**src/rtl/bgbc_pkg.sv**
```systemverilog
// Shared types and constants for the binary grid boundary cell counter.
package bgbc_pkg;

   localparam int CSR_INDEX_W = 1;
   localparam int CSR_DATA_W  = 11;
   localparam int CODE_W      = 8;
   localparam int COUNT_W     = 21;

   localparam logic [CSR_INDEX_W-1:0] CSR_ROW_COUNT    = 1'd0;
   localparam logic [CSR_INDEX_W-1:0] CSR_COLUMN_COUNT = 1'd1;

   localparam logic [CODE_W-1:0] WATER_CODE = 8'd46;

   typedef struct packed {
      logic upper_land;
      logic middle_land;
   } cell_bits_type;

   typedef struct packed {
      logic shift;
      logic land;
   } push_type;

   typedef struct packed {
      logic upper_land;
      logic middle_land;
      logic right_land;
   } tap_type;

endpackage

```
**src/rtl/binary_grid_boundary_cell_counter.sv**
```systemverilog
// Top level of the binary grid boundary cell counter.
//
// Counts the coast cells of a map grid streamed in raster order, one cell code per item:
// code 46 is water, any other code is land, and a land cell is coast when it lies on the
// grid border or has water directly above, below, left or right. The block takes one item
// every clock cycle; a cell of an inner row is decided when the cell below it arrives, by
// reading a chain of MAX_COLUMNS column cells that acts as two one-bit line stores whose
// length follows column_count. The result item carrying the total appears in the cycle after
// the final cell of the grid is accepted and is held in an output register; while it waits
// with rsp_ready low, req_ready is held low and input stalls. Writing row_count or
// column_count restarts the grid; values of zero are taken as one and values above the
// bounds are taken as the bounds.
module binary_grid_boundary_cell_counter #(
   parameter int MAX_ROWS    = 1024,
   parameter int MAX_COLUMNS = 1024
) (
   input  logic                                clock,
   input  logic                                reset,
   input  logic                                req_valid,
   output logic                                req_ready,
   input  logic [bgbc_pkg::CODE_W-1:0]         req_cell_code,
   output logic                                rsp_valid,
   input  logic                                rsp_ready,
   output logic [bgbc_pkg::COUNT_W-1:0]        rsp_coast_count,
   input  logic                                csr_we,
   input  logic [bgbc_pkg::CSR_INDEX_W-1:0]    csr_index,
   input  logic [bgbc_pkg::CSR_DATA_W-1:0]     csr_wdata
);

   localparam int ROW_W  = (MAX_ROWS > 1) ? $clog2(MAX_ROWS) : 1;
   localparam int COL_W  = (MAX_COLUMNS > 1) ? $clog2(MAX_COLUMNS) : 1;
   localparam int RCNT_W = $clog2(MAX_ROWS + 1);
   localparam int CCNT_W = $clog2(MAX_COLUMNS + 1);
   localparam int COUNT_W = bgbc_pkg::COUNT_W;

   logic [RCNT_W-1:0]  row_count_ff, row_count_in;
   logic [CCNT_W-1:0]  col_count_ff, col_count_in;
   logic [COL_W-1:0]   col_entry_ff, col_entry_in;
   logic [ROW_W-1:0]   row_ff, row_in;
   logic [COL_W-1:0]   col_ff, col_in;
   logic [COUNT_W-1:0] total_ff, total_in;
   logic               left_mid_ff, left_mid_in;
   logic               rsp_valid_ff, rsp_valid_in;
   logic [COUNT_W-1:0] rsp_count_ff, rsp_count_in;

   logic               accept;
   logic               cur_land;
   logic               row_nonzero;
   logic               last_col;
   logic               last_row;
   logic               mid_coast;
   logic               grid_done;
   logic [COUNT_W-1:0] total_sum;
   logic [31:0]        wdata_wide;
   logic [31:0]        row_clamp;
   logic [31:0]        col_clamp;
   logic [31:0]        entry_wide;

   bgbc_pkg::push_type push;
   bgbc_pkg::tap_type  taps;

   assign req_ready = !rsp_valid_ff || rsp_ready;
   assign accept    = req_valid && req_ready;
   assign cur_land  = (req_cell_code != bgbc_pkg::WATER_CODE);

   assign push.shift = accept;
   assign push.land  = cur_land;

   bgbc_line_chain #(
      .MAX_COLUMNS (MAX_COLUMNS),
      .COL_W       (COL_W)
   ) u_line_chain (
      .clock       (clock),
      .push        (push),
      .entry_index (col_entry_ff),
      .taps        (taps)
   );

   assign row_nonzero = (row_ff != '0);
   assign last_col    = ((CCNT_W'(col_ff) + CCNT_W'(1)) == col_count_ff);
   assign last_row    = ((RCNT_W'(row_ff) + RCNT_W'(1)) == row_count_ff);
   assign grid_done   = last_col && last_row;

   assign mid_coast = row_nonzero && taps.middle_land &&
                      ((row_ff == ROW_W'(1)) || (col_ff == '0) || last_col ||
                       !taps.upper_land || !left_mid_ff || !taps.right_land || !cur_land);

   assign total_sum = total_ff + COUNT_W'(mid_coast) + COUNT_W'(last_row && cur_land);

   always_comb begin
      wdata_wide = 32'(csr_wdata);
      if (wdata_wide == 32'd0) begin
         row_clamp = 32'd1;
      end else if (wdata_wide > 32'(MAX_ROWS)) begin
         row_clamp = 32'(MAX_ROWS);
      end else begin
         row_clamp = wdata_wide;
      end
      if (wdata_wide == 32'd0) begin
         col_clamp = 32'd1;
      end else if (wdata_wide > 32'(MAX_COLUMNS)) begin
         col_clamp = 32'(MAX_COLUMNS);
      end else begin
         col_clamp = wdata_wide;
      end
      entry_wide = 32'(MAX_COLUMNS) - col_clamp;
   end

   always_comb begin
      row_count_in = row_count_ff;
      col_count_in = col_count_ff;
      col_entry_in = col_entry_ff;
      row_in       = row_ff;
      col_in       = col_ff;
      total_in     = total_ff;
      left_mid_in  = left_mid_ff;
      rsp_valid_in = rsp_valid_ff && !rsp_ready;
      rsp_count_in = rsp_count_ff;
      if (csr_we) begin
         unique case (csr_index)
            bgbc_pkg::CSR_ROW_COUNT: begin
               row_count_in = row_clamp[RCNT_W-1:0];
            end
            bgbc_pkg::CSR_COLUMN_COUNT: begin
               col_count_in = col_clamp[CCNT_W-1:0];
               col_entry_in = entry_wide[COL_W-1:0];
            end
            default: begin
            end
         endcase
         row_in      = '0;
         col_in      = '0;
         total_in    = '0;
         left_mid_in = 1'b0;
      end else if (accept) begin
         if (row_nonzero) begin
            left_mid_in = taps.middle_land;
         end
         total_in = total_sum;
         if (last_col) begin
            col_in = '0;
            if (last_row) begin
               row_in       = '0;
               total_in     = '0;
               left_mid_in  = 1'b0;
               rsp_valid_in = 1'b1;
               rsp_count_in = total_sum;
            end else begin
               row_in = row_ff + ROW_W'(1);
            end
         end else begin
            col_in = col_ff + COL_W'(1);
         end
      end
   end

   always_ff @(posedge clock) begin
      if (reset) begin
         row_count_ff <= RCNT_W'(1);
         col_count_ff <= CCNT_W'(1);
         col_entry_ff <= COL_W'(MAX_COLUMNS - 1);
         row_ff       <= '0;
         col_ff       <= '0;
         total_ff     <= '0;
         left_mid_ff  <= 1'b0;
         rsp_valid_ff <= 1'b0;
      end else begin
         row_count_ff <= row_count_in;
         col_count_ff <= col_count_in;
         col_entry_ff <= col_entry_in;
         row_ff       <= row_in;
         col_ff       <= col_in;
         total_ff     <= total_in;
         left_mid_ff  <= left_mid_in;
         rsp_valid_ff <= rsp_valid_in;
      end
   end

   always_ff @(posedge clock) begin
      rsp_count_ff <= rsp_count_in;
   end

   assign rsp_valid       = rsp_valid_ff;
   assign rsp_coast_count = rsp_count_ff;

`ifndef SYNTHESIS
   a_col_in_range: assert property (@(posedge clock) disable iff (reset)
      CCNT_W'(col_ff) < col_count_ff)
      else $error("Column position is outside the configured width.");

   a_row_in_range: assert property (@(posedge clock) disable iff (reset)
      RCNT_W'(row_ff) < row_count_ff)
      else $error("Row position is outside the configured height.");

   a_rsp_after_item: assert property (@(posedge clock) disable iff (reset)
      $rose(rsp_valid_ff) |-> $past(accept && grid_done))
      else $error("A result appeared without a finished grid.");

   a_restart_after_grid: assert property (@(posedge clock) disable iff (reset)
      (accept && grid_done && !csr_we) |=> (total_ff == '0 && row_ff == '0 && col_ff == '0))
      else $error("The grid did not restart after its final item.");
`endif

endmodule

```
**src/rtl/bgbc_cell.sv**
```systemverilog
// One column cell of the line chain: holds the upper and middle row land flags.
module bgbc_cell (
   input  logic                    clock,
   input  logic                    shift,
   input  logic                    is_entry,
   input  bgbc_pkg::cell_bits_type entry_bits,
   input  bgbc_pkg::cell_bits_type left_bits,
   output bgbc_pkg::cell_bits_type bits
);

   bgbc_pkg::cell_bits_type bits_ff;
   bgbc_pkg::cell_bits_type bits_in;

   always_comb begin
      bits_in = bits_ff;
      if (shift) begin
         bits_in = is_entry ? entry_bits : left_bits;
      end
   end

   always_ff @(posedge clock) begin
      bits_ff <= bits_in;
   end

   assign bits = bits_ff;

endmodule

```
**src/rtl/bgbc_line_chain.sv**
```systemverilog
// Chain of column cells forming the two line stores with a configurable entry point.
module bgbc_line_chain #(
   parameter int MAX_COLUMNS = 1024,
   parameter int COL_W       = 10
) (
   input  logic                 clock,
   input  bgbc_pkg::push_type   push,
   input  logic [COL_W-1:0]     entry_index,
   output bgbc_pkg::tap_type    taps
);

   bgbc_pkg::cell_bits_type cell_bits [MAX_COLUMNS];
   bgbc_pkg::cell_bits_type entry_bits;

   assign entry_bits.upper_land  = cell_bits[MAX_COLUMNS-1].middle_land;
   assign entry_bits.middle_land = push.land;

   for (genvar i = 0; i < MAX_COLUMNS; i++) begin : g_cell
      if (i == 0) begin : g_first
         bgbc_cell u_cell (
            .clock      (clock),
            .shift      (push.shift),
            .is_entry   (entry_index == COL_W'(i)),
            .entry_bits (entry_bits),
            .left_bits  (entry_bits),
            .bits       (cell_bits[i])
         );
      end else begin : g_rest
         bgbc_cell u_cell (
            .clock      (clock),
            .shift      (push.shift),
            .is_entry   (entry_index == COL_W'(i)),
            .entry_bits (entry_bits),
            .left_bits  (cell_bits[i-1]),
            .bits       (cell_bits[i])
         );
      end
   end

   assign taps.upper_land  = cell_bits[MAX_COLUMNS-1].upper_land;
   assign taps.middle_land = cell_bits[MAX_COLUMNS-1].middle_land;

   if (MAX_COLUMNS >= 2) begin : g_right
      assign taps.right_land = cell_bits[MAX_COLUMNS-2].middle_land;
   end else begin : g_no_right
      assign taps.right_land = 1'b1;
   end

endmodule

```
**config.mk**
```make
export PLATFORM = sky130hd
export DESIGN_NAME = binary_grid_boundary_cell_counter
export DESIGN_NICKNAME = d
export VERILOG_FILES = /design/src/rtl/bgbc_pkg.sv /design/src/rtl/binary_grid_boundary_cell_counter.sv /design/src/rtl/bgbc_cell.sv /design/src/rtl/bgbc_line_chain.sv
export SDC_FILE = /design/constraint.sdc
export NUM_CORES = 2
export LEC_CHECK = 0
export ABC_AREA = 1
export BUFFER_PORTS_ARGS = -buffer_cell sky130_fd_sc_hd__clkbuf_2
export CAP_MARGIN = 10
export CORE_ASPECT_RATIO = 0.7
export CORE_UTILIZATION = 45
export CTS_BUF_LIST = sky130_fd_sc_hd__clkbuf_8
export DETAILED_ROUTE_END_ITERATION = 7
export SLEW_MARGIN = 10
export SYNTH_ARGS = -nofsm -noshare
export SYNTH_HDL_FRONTEND = slang
export SYNTH_SLANG_ARGS = --single-unit
```
**constraint.sdc**
```tcl
create_clock -name clock -period 30.6 [get_ports clock]
set_input_delay 4.59 -clock clock [delete_from_list [all_inputs] [get_ports clock]]
set_output_delay 4.59 -clock clock [all_outputs]
set_load 0.02 [all_outputs]
```
**Word-level counts from Yosys, hierarchy flattened**

Cells that the tools add are included.

- Bits in registers: 2144
- Bits in read-only memories: 0
- Memories kept: 0
- Word-level logic and storage cells: 4156
- Output and inout bits: 23
- Bits in writable memories: 0
- Bits of input ports: 25
- Latch bits: 0

- Eq/ne operators: 1027
- Multiply operators: 0
- Reductions and logical operators: 26
- Div/mod/pow operators: 0
- Muxes and demuxes: 1036
- Add/sub/neg operators: 7
- Order comparisons: 1
- Shifts and indexed selects: 0
- Bitwise logic cells: 2

Operators by type and width:

| cell | count |
|---|---|
| $eq 10x10->1 const B | 512 |
| $eq 10x9->1 const B | 256 |
| $mux 2 | 1023 |
| $eq 10x8->1 const B | 128 |
| $eq 10x7->1 const B | 64 |
| $eq 10x6->1 const B | 32 |
| $eq 10x5->1 const B | 16 |
| $eq 10x4->1 const B | 8 |
| $add 21x1->21 | 2 |
| $mux 21 | 2 |
| $eq 10x3->1 const B | 4 |
| $add 10x1->11 const B | 2 |
| $eq 11x11->1 | 2 |
| $mux 11 | 2 |
| $add 10x1->10 const B | 2 |
| $eq 10x1->1 const B | 2 |
| $eq 10x2->1 const B | 2 |
| $mux 10 | 2 |
| $gt 11x11->1 const B | 1 |
| $logic_not 11->1 | 1 |
| $logic_not 10->1 | 1 |
| $reduce_bool 10->1 | 1 |
| $sub 1x10->10 const A | 1 |
| $ne 8x6->1 const B | 1 |
| other kinds (8) | 32 |

**Depth between registers and ports, before layout**

- Depth in word-level cells: 12
- Gate-level depth with buffers: 27
- Mapped depth without buffers: 26

**Hierarchy**

A second synthesis with hierarchy kept.

- Cells, all modules: 11548
- Area, all modules: 99623.0 um^2

Modules (own cells, without submodules):

| module | area each (um^2) | times used | seq. area each (um^2) | cells an instance |
|---|---|---|---|---|
| bgbc_cell | 86.3 | 1024 | 60.1 | 9 |
| bgbc_line_chain | 5734.2 | 1 | 0.0 | 1491 |
| binary_grid_boundary_cell_counter | 5484.0 | 1 | 2112.0 | 841 |

**Worst setup path after synthesis**

No wires, ideal clock.

- Kind: input to register
- From: input port req_valid
- To: register row_ff[0]
- Buffers on the path: 1
- Library setup time: 0.135 ns
- Setup slack: 9.813 ns
- Required time: 30.465 ns
- Arrival time: 20.652 ns
- Stages: 6
- Path through: inv_1 nor2_1 buf_4 nand4_2 o21ai_0 nor2_1

- Longest elaborated chain between the ends: 2

Ends and longest elaborated chain:

| what | RTL line | text |
|---|---|---|
| start: declaration | binary_grid_boundary_cell_counter.sv:19 | `input logic req_valid,` |
| $logic_and 1x1->1 | binary_grid_boundary_cell_counter.sv:63 | `assign accept = req_valid && req_ready;` |
| via accept | binary_grid_boundary_cell_counter.sv:46 | `logic accept;` |
| $reduce_and 2->1 (no line) | -- |  |
| end signal: assignment | binary_grid_boundary_cell_counter.sv:171 | `row_ff <= row_in;` |
| end: declaration | binary_grid_boundary_cell_counter.sv:39 | `logic [ROW_W-1:0] row_ff, row_in;` |

The timed path passes the listed nets, and every way through them passes these cells.
A chain may end at the register's enable or synchronous reset.

**Worst setup path in the final report**

- From: input port rsp_ready
- To: output port req_ready

- Longest elaborated chain between the ends: 1

Ends and longest elaborated chain:

| what | RTL line | text |
|---|---|---|
| start: declaration | binary_grid_boundary_cell_counter.sv:23 | `input logic rsp_ready,` |
| $logic_or 1x1->1 | binary_grid_boundary_cell_counter.sv:62 | `assign req_ready = !rsp_valid_ff \|\| rsp_ready;` |
| end: declaration | binary_grid_boundary_cell_counter.sv:20 | `output logic req_ready,` |

Every way passes these cells.

==> reports/results.tsv <==
metric	value	unit
core-area	0.202	sq mm
yosysSeqAreaShare	69.4	%
io_pins	48	
cpMostUsedCell	clkbuf_2	
grt_overflow_total	0	
dr_total_vias	62700	
grt_max_degree	222	
synth_edf_count	2069	
syn_avg_cell_area	10.5	sq um
fin_skew	42.1	ps
sw_frac_of_total	23.9	%
vdd_drop_max	0.0361	mV
tns	0	ps
route.detailed.wl_per_inst	18.1	microns
seqPwrFrac	57.8	%
report.final.slew_viol_count	0	
ys_warn_count	0	
htreeDepth	5	
clk_transition_reported_paths	60	ps
clkLatencyLatePin	930	ps
fp.dieH	379	microns
place_congestion	0.826	
ys_async_sr_fraction	0	%
rsz0062_at_grt	no	
fin_nets	8806	
p_int	4.57	mW
final_antenna_net_count	0	
synth_area	0.0916	sq mm
gr-usage-all-layers	20.4	%
ys.flop_type	edfxtp_1	
io_buffers	47	
synth_cells	8719	
critPathRequiredTime	26010	ps
setup_slack	20870	ps
cts_buffers	331	
drc	0	
clkPwrFrac	36.6	%
setup_viol	0	
syn_to_final_growth	9.39	%
cp.arrival	5140	ps
p_comb_share	5.6	%
placed_area	0.0945	sq mm
dpl.hpwl	114000	microns
min_path_type	flop to flop	
fin_crit_sh	31.8	%
p_per_area	59.9	mW/mm^2
fin_crit	9730	ps
status	finished clean	
cpLargestDelayFamily	buffers and inverters	
start_kind	primary input	
cp_slowest_cell	nor2_1	
fp.dieW	541	microns
yosys.cell_types.count	38	
reg2reg_slack	25640	ps
root_buffer	clkbuf_8	
ctsResizeCount	0	
rows	138	
initial_core_util	45.3	%
tightest_slew	1330	ps
cts_buffer_depth	4	
worstPathMaxFanout	2	
power	6.00	mW
cts.sinks	2143	
final_area	0.100	sq mm
cts_setup_buffers	0	
drive_gt1_share	6.49	%
endpoint_kind	output port	
dp_slack	20870	ps
cap_violations	0	
drtIter0Drc	6288	
synth-seq-cells	2143	
crit_chain	clkbuf_2, nor2_1, inv_1, clkbuf_2	
cts_tree	done	
drtPass1Iterations	7	
dieArea	0.205	sq mm
synth_nets	8752	
crit_buf_inv	3	
leakage	37.8	nW
holdBufCountCts	0	
hold_viol	0	
fmax	103	MHz
worst_path_largest_cell_delay	220	ps
first_global_vias	58900	
critPathKind	primary input to output port	
routed_wl	212000	microns
antenna_found_initial	8	
slew_headroom	11.3	%
grt_pass1_wl	332000	microns
post_drt_via_cell_ratio	5.35	
switching_power	1.44	mW
-- per-stage QoR --
step	utilization (%)	cells	hold WS [ps]
2_1_floorplan	-	8719	445
3_3_place_gp	46.7	11200	457
3_5_place_dp	46.7	11200	458
4_1_cts	49.6	11700	467
5_1_grt	49.6	11700	506
6_report	49.6	11700	464
-- worst reg2reg max path, delay by kind of cell, from the launching register on --
kind | cells | cell delay [ps]
simple gates | 2 | 490
flops | 1 | 310
buf+inv | 5 | 3470
-- cell type report --
cell class	count	area, sq um
diodes	1	2.50
clock buffers	340	4680
clock inverters	214	1050
fillers	18000	102000
inverters	135	529
multi-input cells	6046	26000
flip-flops and latches	2143	63600
well taps	2730	3420
repair buffers	116	878
-- flip-flops by register name, indices dropped and copies added (netlist names) --
name                                     count
col_count_ff                                11
col_entry_ff                                 9
col_ff                                      10
left_mid_ff                                  1
row_count_ff                                11
row_ff                                      10
rsp_coast_count                             21
rsp_valid                                    1
total_ff                                    21
u_line_chain.g_cell.g_first.u_cell.bits      2
u_line_chain.g_cell.g_rest.u_cell.bits    2046
-- power by group through the flow --
stage	combinational (mW)	sequential, mW	clock (mW)
final	0.336	3.47	2.20
after global routing	0.382	3.48	2.38
after CTS	0.340	3.47	2.26
after detailed placement	0.339	3.52	0
after global placement	0.331	3.52	0
after floorplan	0.230	3.57	0
-- cell families after synthesis --
kind of cell	synth area share, %
flip-flops	69.4
buffers and inverters	2.21
adder cells (fa/ha/maj)	0.117
XOR/XNOR	0.115
AO/OA/AOI/OAI	11.9
AND/OR/NAND/NOR	16.2
-- final timing paths --
check / depth (start not counted) / from / to
setup / recovery: 4 / rsp_ready / req_ready
hold / removal: 2 / total_ff[20] / total_ff[20]
setup reg to reg: 7 / rsp_valid / u_line_chain.g_cell[737].g_rest.u_cell.bits[0]
hold reg to reg: 2 / total_ff[20] / total_ff[20]
-- metal layers --
layer | part of all wire [%] | vias up | global-route usage, %
li1 | - | 30600 | -
met1 | 47 | 29800 | 30.9
met2 | 42 | 1953 | 29.5
met3 | 8.2 | 350 | 4.40
met4 | 2.5 | 2 | 5.88
met5 | 0.0061 | - | 0
-- synth_stat cells (3+ instances only) --
cell | n | area share (%)
nor2_2 | 7 | 0.048
xnor2_1 | 3 | 0.029
a21oi_1 | 71 | 0.39
clkbuf_1 | 344 | 1.4
nand4_1 | 22 | 0.15
ha_1 | 7 | 0.096
nor2_4 | 6 | 0.074
dfxtp_1 | 74 | 1.6
nand3_2 | 3 | 0.033
inv_2 | 3 | 0.012
buf_1 | 40 | 0.16
nor3_1 | 12 | 0.066
nand2_1 | 3339 | 14
or2_2 | 7 | 0.048
edfxtp_1 | 2069 | 68
xor2_1 | 9 | 0.086
buf_6 | 3 | 0.037
o21ai_0 | 2075 | 11
nor2_1 | 366 | 1.5
nand2_2 | 20 | 0.14
inv_1 | 130 | 0.53
o211ai_1 | 4 | 0.033
a21oi_2 | 9 | 0.086
nand3_1 | 69 | 0.38
buf_2 | 6 | 0.033
nand3b_1 | 4 | 0.033
-- cell usage in the layout, fill, tap and decap left out, types with 59 or more instances in the layout --
| cell type | n |
|---|---|
| buf_4 | 59 |
| inv_1 | 224 |
| a21oi_1 | 71 |
| edfxtp_1 | 2069 |
| o21ai_0 | 2075 |
| clkbuf_8 | 340 |
| nand3_1 | 69 |
| nor2_1 | 363 |
| nand2_1 | 3324 |
| clkinv_1 | 73 |
| dfxtp_1 | 74 |
Note: power is estimated with default switching activity, not from simulation.
